<file path="src/rtl/hmt_pkg.sv">
`timescale 1ns / 1ps
// Shared types and constants of the heartbeat membership table.
// Used by hmt_table, hmt_ctrl and heartbeat_membership_table_top; depends on nothing.
package hmt_pkg;

    localparam int DEPTH_DEFAULT = 32;

    localparam int ID_W    = 32;
    localparam int PORT_W  = 16;
    localparam int BEAT_W  = 32;
    localparam int STAMP_W = 32;
    localparam int TMO_W   = 16;
    localparam int CMD_W   = 2;
    localparam int EV_W    = 3;
    localparam int CFG_W   = 32;
    localparam int CFG_IDX_W = 2;

    // Command codes
    localparam logic [CMD_W-1:0] CMD_JOIN_REQ   = 2'd0;
    localparam logic [CMD_W-1:0] CMD_JOIN_REPLY = 2'd1;
    localparam logic [CMD_W-1:0] CMD_GOSSIP     = 2'd2;
    localparam logic [CMD_W-1:0] CMD_TICK       = 2'd3;

    // Event codes
    localparam logic [EV_W-1:0] EV_REFRESHED    = 3'd0;
    localparam logic [EV_W-1:0] EV_STALE        = 3'd1;
    localparam logic [EV_W-1:0] EV_ADDED        = 3'd2;
    localparam logic [EV_W-1:0] EV_DROPPED      = 3'd3;
    localparam logic [EV_W-1:0] EV_REMOVED      = 3'd4;
    localparam logic [EV_W-1:0] EV_TICK_DONE    = 3'd5;
    localparam logic [EV_W-1:0] EV_TICK_IGNORED = 3'd6;

    // Configuration register indexes
    localparam logic [CFG_IDX_W-1:0] CFG_SELF_ID   = 2'd0;
    localparam logic [CFG_IDX_W-1:0] CFG_SELF_PORT = 2'd1;
    localparam logic [CFG_IDX_W-1:0] CFG_TIMEOUT   = 2'd2;

    localparam logic [TMO_W-1:0] TIMEOUT_RESET = 16'd20;

    typedef struct packed {
        logic [CMD_W-1:0]  command;
        logic [ID_W-1:0]   member_id;
        logic [PORT_W-1:0] member_port;
        logic [BEAT_W-1:0] heartbeat;
        logic [STAMP_W-1:0] now;
    } req_item_t;

    typedef struct packed {
        logic [EV_W-1:0]   event_res;
        logic [ID_W-1:0]   peer_id;
        logic [PORT_W-1:0] peer_port;
        logic [BEAT_W-1:0] beat_out;
        logic              send_reply;
        logic              last;
    } rsp_item_t;

    // One table entry as stored
    typedef struct packed {
        logic [ID_W-1:0]    id;
        logic [PORT_W-1:0]  port;
        logic [BEAT_W-1:0]  beat;
        logic [STAMP_W-1:0] stamp;
    } entry_t;

    // Write / valid-bit command from the controller to the table
    typedef struct packed {
        logic   we;
        logic   set_valid;
        logic   clr_valid;
        entry_t data;
    } tbl_wr_t;

    // Own-address rewrite on a configuration write
    typedef struct packed {
        logic              id_we;
        logic              port_we;
        logic [ID_W-1:0]   id;
        logic [PORT_W-1:0] port;
    } cfg_upd_t;

endpackage

</file>
<file path="src/rtl/hmt_table.sv">
`timescale 1ns / 1ps
// Membership table storage: synchronous entry memory, entry zero in registers, valid bits.
// Depends on hmt_pkg.
module hmt_table #(
    parameter int TABLE_DEPTH = hmt_pkg::DEPTH_DEFAULT,
    localparam int IDX_W = $clog2(TABLE_DEPTH)
) (
    input  logic                      clk,
    input  logic                      rst_n,
    input  logic [IDX_W-1:0]          rd_addr,
    output hmt_pkg::entry_t           rd_entry,
    output logic                      rd_valid,
    input  logic [IDX_W-1:0]          wr_addr,
    input  hmt_pkg::tbl_wr_t          wr,
    input  hmt_pkg::cfg_upd_t         cfg_upd,
    input  logic [hmt_pkg::ID_W-1:0]  self_id,
    input  logic [hmt_pkg::PORT_W-1:0] self_port
);

    hmt_pkg::entry_t mem [TABLE_DEPTH];
    hmt_pkg::entry_t mem_q_reg;
    hmt_pkg::entry_t ent0_reg;
    logic [TABLE_DEPTH-1:0] valid_reg;
    logic rd0_reg;
    logic rd_valid_reg;
    logic own0;

    // Entry zero keeps its reset contents and own-address rewrites in flops
    assign own0 = valid_reg[0] && (ent0_reg.id == self_id) && (ent0_reg.port == self_port);

    always_ff @(posedge clk)
    begin
        if (wr.we && (wr_addr != '0))
        begin
            mem[wr_addr] <= wr.data;
        end
        mem_q_reg <= mem[rd_addr];
    end

    always_ff @(posedge clk or negedge rst_n)
    begin
        if (!rst_n)
        begin
            ent0_reg     <= '0;
            valid_reg    <= {{(TABLE_DEPTH-1){1'b0}}, 1'b1};
            rd0_reg      <= 1'b0;
            rd_valid_reg <= 1'b0;
        end
        else
        begin
            rd0_reg      <= (rd_addr == '0);
            rd_valid_reg <= valid_reg[rd_addr];
            if (wr.we && (wr_addr == '0))
            begin
                ent0_reg <= wr.data;
            end
            else if (cfg_upd.id_we && own0)
            begin
                ent0_reg.id <= cfg_upd.id;
            end
            else if (cfg_upd.port_we && own0)
            begin
                ent0_reg.port <= cfg_upd.port;
            end
            if (wr.set_valid)
            begin
                valid_reg[wr_addr] <= 1'b1;
            end
            else if (wr.clr_valid)
            begin
                valid_reg[wr_addr] <= 1'b0;
            end
        end
    end

    assign rd_entry = rd0_reg ? ent0_reg : mem_q_reg;
    assign rd_valid = rd_valid_reg;

endmodule

</file>
<file path="config.mk">
export PLATFORM = sky130hd
export DESIGN_NAME = hmt_table
export DESIGN_NICKNAME = d
export VERILOG_FILES = /design/src/rtl/hmt_pkg.sv /design/src/rtl/hmt_table.sv
export SDC_FILE = /design/constraint.sdc
export NUM_CORES = 2
export LEC_CHECK = 0
export ABC_AREA = 1
export ABC_CLOCK_PERIOD_IN_PS = 1700
export BUFFER_PORTS_ARGS = -buffer_cell sky130_fd_sc_hd__clkbuf_2
export CORE_AREA = 2 2 751 678
export DETAILED_ROUTE_END_ITERATION = 16
export DIE_AREA = 0 0 753 680
export GPL_ROUTABILITY_DRIVEN = 0
export GPL_TIMING_DRIVEN = 1
export SYNTH_ARGS = -nofsm -noshare
export SYNTH_HDL_FRONTEND = slang
export SYNTH_SLANG_ARGS = --single-unit
</file>
<file path="constraint.sdc">
create_clock -name clk -period 1.7 [get_ports clk]
set_input_delay 0.34 -clock clk [delete_from_list [all_inputs] [get_ports clk]]
set_output_delay 0.34 -clock clk [all_outputs]
set_load 0.03 [all_outputs]
</file>
# ---- After elaboration in Yosys (flattened, before gate mapping)
# Memory sizes are Yosys's and may differ from the RTL's. A register that Yosys moved wholly into a read port is not among the register bits.
# Cells that the tools add are included.
dict set report totals {
  reg_bits 146
  ramBits 3584
  input_bits 225
  output_inout_bits 113
  n_memories 1
}
# memory depth width rd rd_ports_with_merged_regs wr line
set mem_list {}
lappend mem_list {mem 32 112 1 1 1 hmt_table.sv:20} ;# hmt_pkg::entry_t mem [TABLE_DEPTH];
dict set report op_classes {
  magnitude_cmp 3
  eq_ne 3
  n_mux 13
  n_bitwise 3
  n_reduce_logical 14
}
# operator count
set ops {}
lappend ops {{2-to-1 mux 112 bit} 1}
lappend ops {{2-to-1 mux 32 bit} 3}
lappend ops {{2-to-1 mux 48 bit} 1}
lappend ops {{bitwise AND 32 bit} 1}
lappend ops {{equality test 32 bit} 1}
lappend ops {{2-to-1 mux 16 bit} 2}
lappend ops {{NOT 32 bit} 1}
lappend ops {{bitwise OR 32 bit} 1}
lappend ops {{equality test 16 bit} 1}
lappend ops {{< comparator 5 x 6 -> 1 bit, second input constant} 2}
lappend ops {{zero test 5 bit} 2}
lappend ops {{logical AND 1 bit} 7}
lappend ops {{nonzero test 2 bit} 3}
lappend ops {{binary-select mux 1 bit (select 5 bit)} 1}
lappend ops {{demux 1 bit (select 5 bit)} 1}
lappend ops {{greater-or-equal comparator 5 x 1 -> 1 bit, second input constant} 1}
lappend ops {{nonzero test 5 bit} 1}
lappend ops {{2-to-1 mux 1 bit} 4}
lappend ops {{!= test 2 bit, second input constant} 1}
lappend ops {{AND reduction 2 bit} 1}

# ---- Depth between registers and ports, before layout
dict set report depth {
  depth_word 8
  ltp_mapped 13
  ltp_nobuf 12
}

# ---- Worst setup path before layout
# No wires, ideal clock.
dict set report synth_timing {
  kind {input port to flip-flop}
  startpoint {in wr_addr[0]}
  endpoint {mem mem[24][0] in the netlist's numbering (enable)}
  setup_ns 0.586
  arrival_ns 5.716
  setup_slack_ns -4.602
  path_stages 7
  cell_sequence {nor2_1 -> inv_1 -> nor2_1 -> inv_1 -> nand2_1 -> clkbuf_1 -> nor2_1}
}
dict set report synth_between {
  elab_chain_cells 4
}
# element line
set synth_rtl {}
lappend synth_rtl {{from (decl)} hmt_table.sv:13} ;# input logic [IDX_W-1:0] wr_addr,
lappend synth_rtl {{nonzero test 5 bit} hmt_table.sv:33} ;# if (wr.we && (wr_addr != '0))
lappend synth_rtl {{logical AND 1 bit} hmt_table.sv:33}
lappend synth_rtl {{2-to-1 mux 1 bit} hmt_table.sv:33}
lappend synth_rtl {{2-to-1 mux 1 bit (not written as such)} hmt_table.sv:35} ;# mem[wr_addr] <= wr.data;
lappend synth_rtl {{to (decl)} hmt_table.sv:20}
# Several ways; a longest one is shown, not always the timed one.

==> metrics.yaml <==
die_area_um2: 512000
fmaxAchievable_mhz: 347
status: "finished, violations left"
path_max_fanout: 34
numCtsBuffers: 390
post-synth-top-area-fraction_pct: 71.4
die_x_um: 753
endpoint: "rd_entry[94]"
synth_edf_count: 3584
largest_reg_flops: 3584
vdd_drop_max_v: 0.000856
cp_top_family: "buffers and inverters"
synth.top_cells.by_count: "3584 x edfxtp_1, 1978 x nor2_1, 1827 x o21ai_0"
violations: "setup timing"
avgSynthCellArea_um2: 12.9
finalNetCount: 13488
cp_slowest_cell: "dfrtp_4"
cts_tree: "yes"
ys_ff_latch: 3842
drt_iter0_drc: 11954
syn2layout_area_growth_pct: 26.4
maxSlewViolCount: 0
utilization_pct: 37.7
grt_max_degree: 83
clk_pin_slew_worst_paths_ns: 0.06
r2r.worst_path.cells: 13
leakagePower_nw: 65.8
drtPass1Iterations: 6
initial_utilization_pct: 29.9
slowest_delay_ns: 0.43
finalHoldViolations: 0
finalSetupViolCount: 162
r2r_start: "ent0_reg[85]"
clk_path_buf_depth: 4
ant_nets: 0
drc: 0
grt_pass1_vias: 98451
htreeDepth: 5
cp_common_cell: "buf_12"
finalCriticalPeriod_ns: 2.88
ios: 338
relSlewSlack_pct: 42.5
min_path_type: "input port to asynchronous set/reset pin"
grt_pass1_wl_mm: 710
required_ns: 1.36
endpoint_kind: "output pin"
cts_sinks: 3842
synthFlopType: "edfxtp_1"
grt_use_total_pct: 18.6
vias: 103660
cp.depth: 4
cts-root-buf: "clkbuf_16"
synth_area_leaders: "edfxtp_1 71%, o21ai_0 6.1%, nor2_1 4.9%"
crit_path_cell_trace: "buf_12, buf_12, mux2_2, clkbuf_2"
cp-start-kind: "flop"
wl_mm: 495
yosysMostFrequentCell: "edfxtp_1"
dp_slack_ns: -0.616
async_flop_share_pct: 3.80
port_buffers: 337
coreArea_um2: 505000
arrival_ns: 2.54
max_slew.worst_pin.slew_ns: 0.863
avgViaCountPerCell: 5.09
critPathBufInv: 3
p_per_area_nw_per_um2: 1110
routedWlPerCell_um: 24.3
rsz0062_at_grt: "yes"
antenna_found_initial: 58
grt_overflow: 0
cp-startpoint: "rd0_reg"
yosysWarningCount: 0
skew_ns: 0.0882
die_h_um: 680
dp_hpwl_mm: 325
clkLatencyLatePin_ns: 0.98
rrSetupSlack_ns: -0.40
ys_seq_area_share_pct: 75.3
rows: 248
synth_area_um2: 151000
fin_ws_ns: -1.18
r2r_end: "ent0_reg[74]"
min_period_over_period_pct: 169
syn_inst: 11721
maxCapViolations: 0
post-synth-top-area-cell: "edfxtp_1"
drive_gt1_share_pct: 19.0
crit_type: "flop to output pin"
synth.distinct_cells: 30
==> kinds of logic after synthesis <==
family	after synthesis	synth area share, %
xor+xnor	10	0.0581
buf+inv	970	2.71
compound gates	3085	11.1
simple gates	3626	9.38
flops	3842	75.3
mux	187	1.40
other cells	1	0.00249
==> cells in the final DEF, fill, tap and decap left out, types with 180 or more instances in the layout <==
cell type / count
buf_12: 492
buf_4: 848
clkbuf_16: 396
clkbuf_2: 226
dlygate4sd3_1: 180
edfxtp_1: 3584
nand2_1: 1216
nand3_1: 391
nor2_1: 1923
o21ai_0: 1827
o21ai_1: 223
o22ai_1: 783
==> area by class of cell <==
class,count,area (um^2)
antenna,15,37.5
clock buffer,515,10600
clock inverter,209,2270
fill,47457,314000
inverter,143,589
multi-input combinational,7020,34300
sequential,3842,114000
tap,6750,8450
timing repair buffer,1866,20600
==> where the power goes <==
| group | internal (mW) | switching, mW |
|---|---|---|
| registers | 106 | 1.12 |
| clock network | 49.5 | 37.4 |
| logic | 6.91 | 11.6 |
==> timing repair <==
action	4_1_cts	5_1_grt
hold buffers	183	0
buffers inserted	1	9
endpoints found under the setup margin	162	1067
hold endpoints to repair	2451	0
resized for setup	162	268
pin swaps	8	11
cloned	1	7
==> per-layer routing <==
metal,up-vias,track usage [%],routed length (um)
li1,46142,-,-
met4,20,6.01,17500
met5,-,0,138
met2,4446,30.1,232000
met3,808,2.36,35100
met1,52244,25.9,210000
==> tightest hold or removal path, delay by kind of cell <==
kind / cells / cell delay [ns]
buf+inv: 3 / 1.06
==> worst min path at each step <==
stage          cells past startpoint                    endpoint  startpoint
2_1_floorplan                      0  asynchronous set/reset pin       rst_n
3_3_place_gp                       1  asynchronous set/reset pin       rst_n
3_5_place_dp                       1  asynchronous set/reset pin       rst_n
4_1_cts                            3                ent0_reg[30]       rst_n
5_1_grt                            3                ent0_reg[30]       rst_n
6_report                           3                ent0_reg[30]       rst_n
==> stage by stage <==
stage / hold WS, ns / setup TNS [ns] / power, mW / cell area [um^2] / cells
floorplan: 0.0444 / -4297.82 / 116 / 151000 / 11832
global placement: 0.216 / -1563.98 / 126 / 174000 / 19425
detailed placement: 0.215 / -1452.63 / 126 / 174000 / 19425
CTS: 0.00152 / -140.23 / 213 / 190000 / 20334
global route: 0.0483 / -144.24 / 218 / 190000 / 20348
finish: 0.0221 / -131.76 / 212 / 190000 / 20360
No activity file was read; power rests on OpenSTA's default activity.
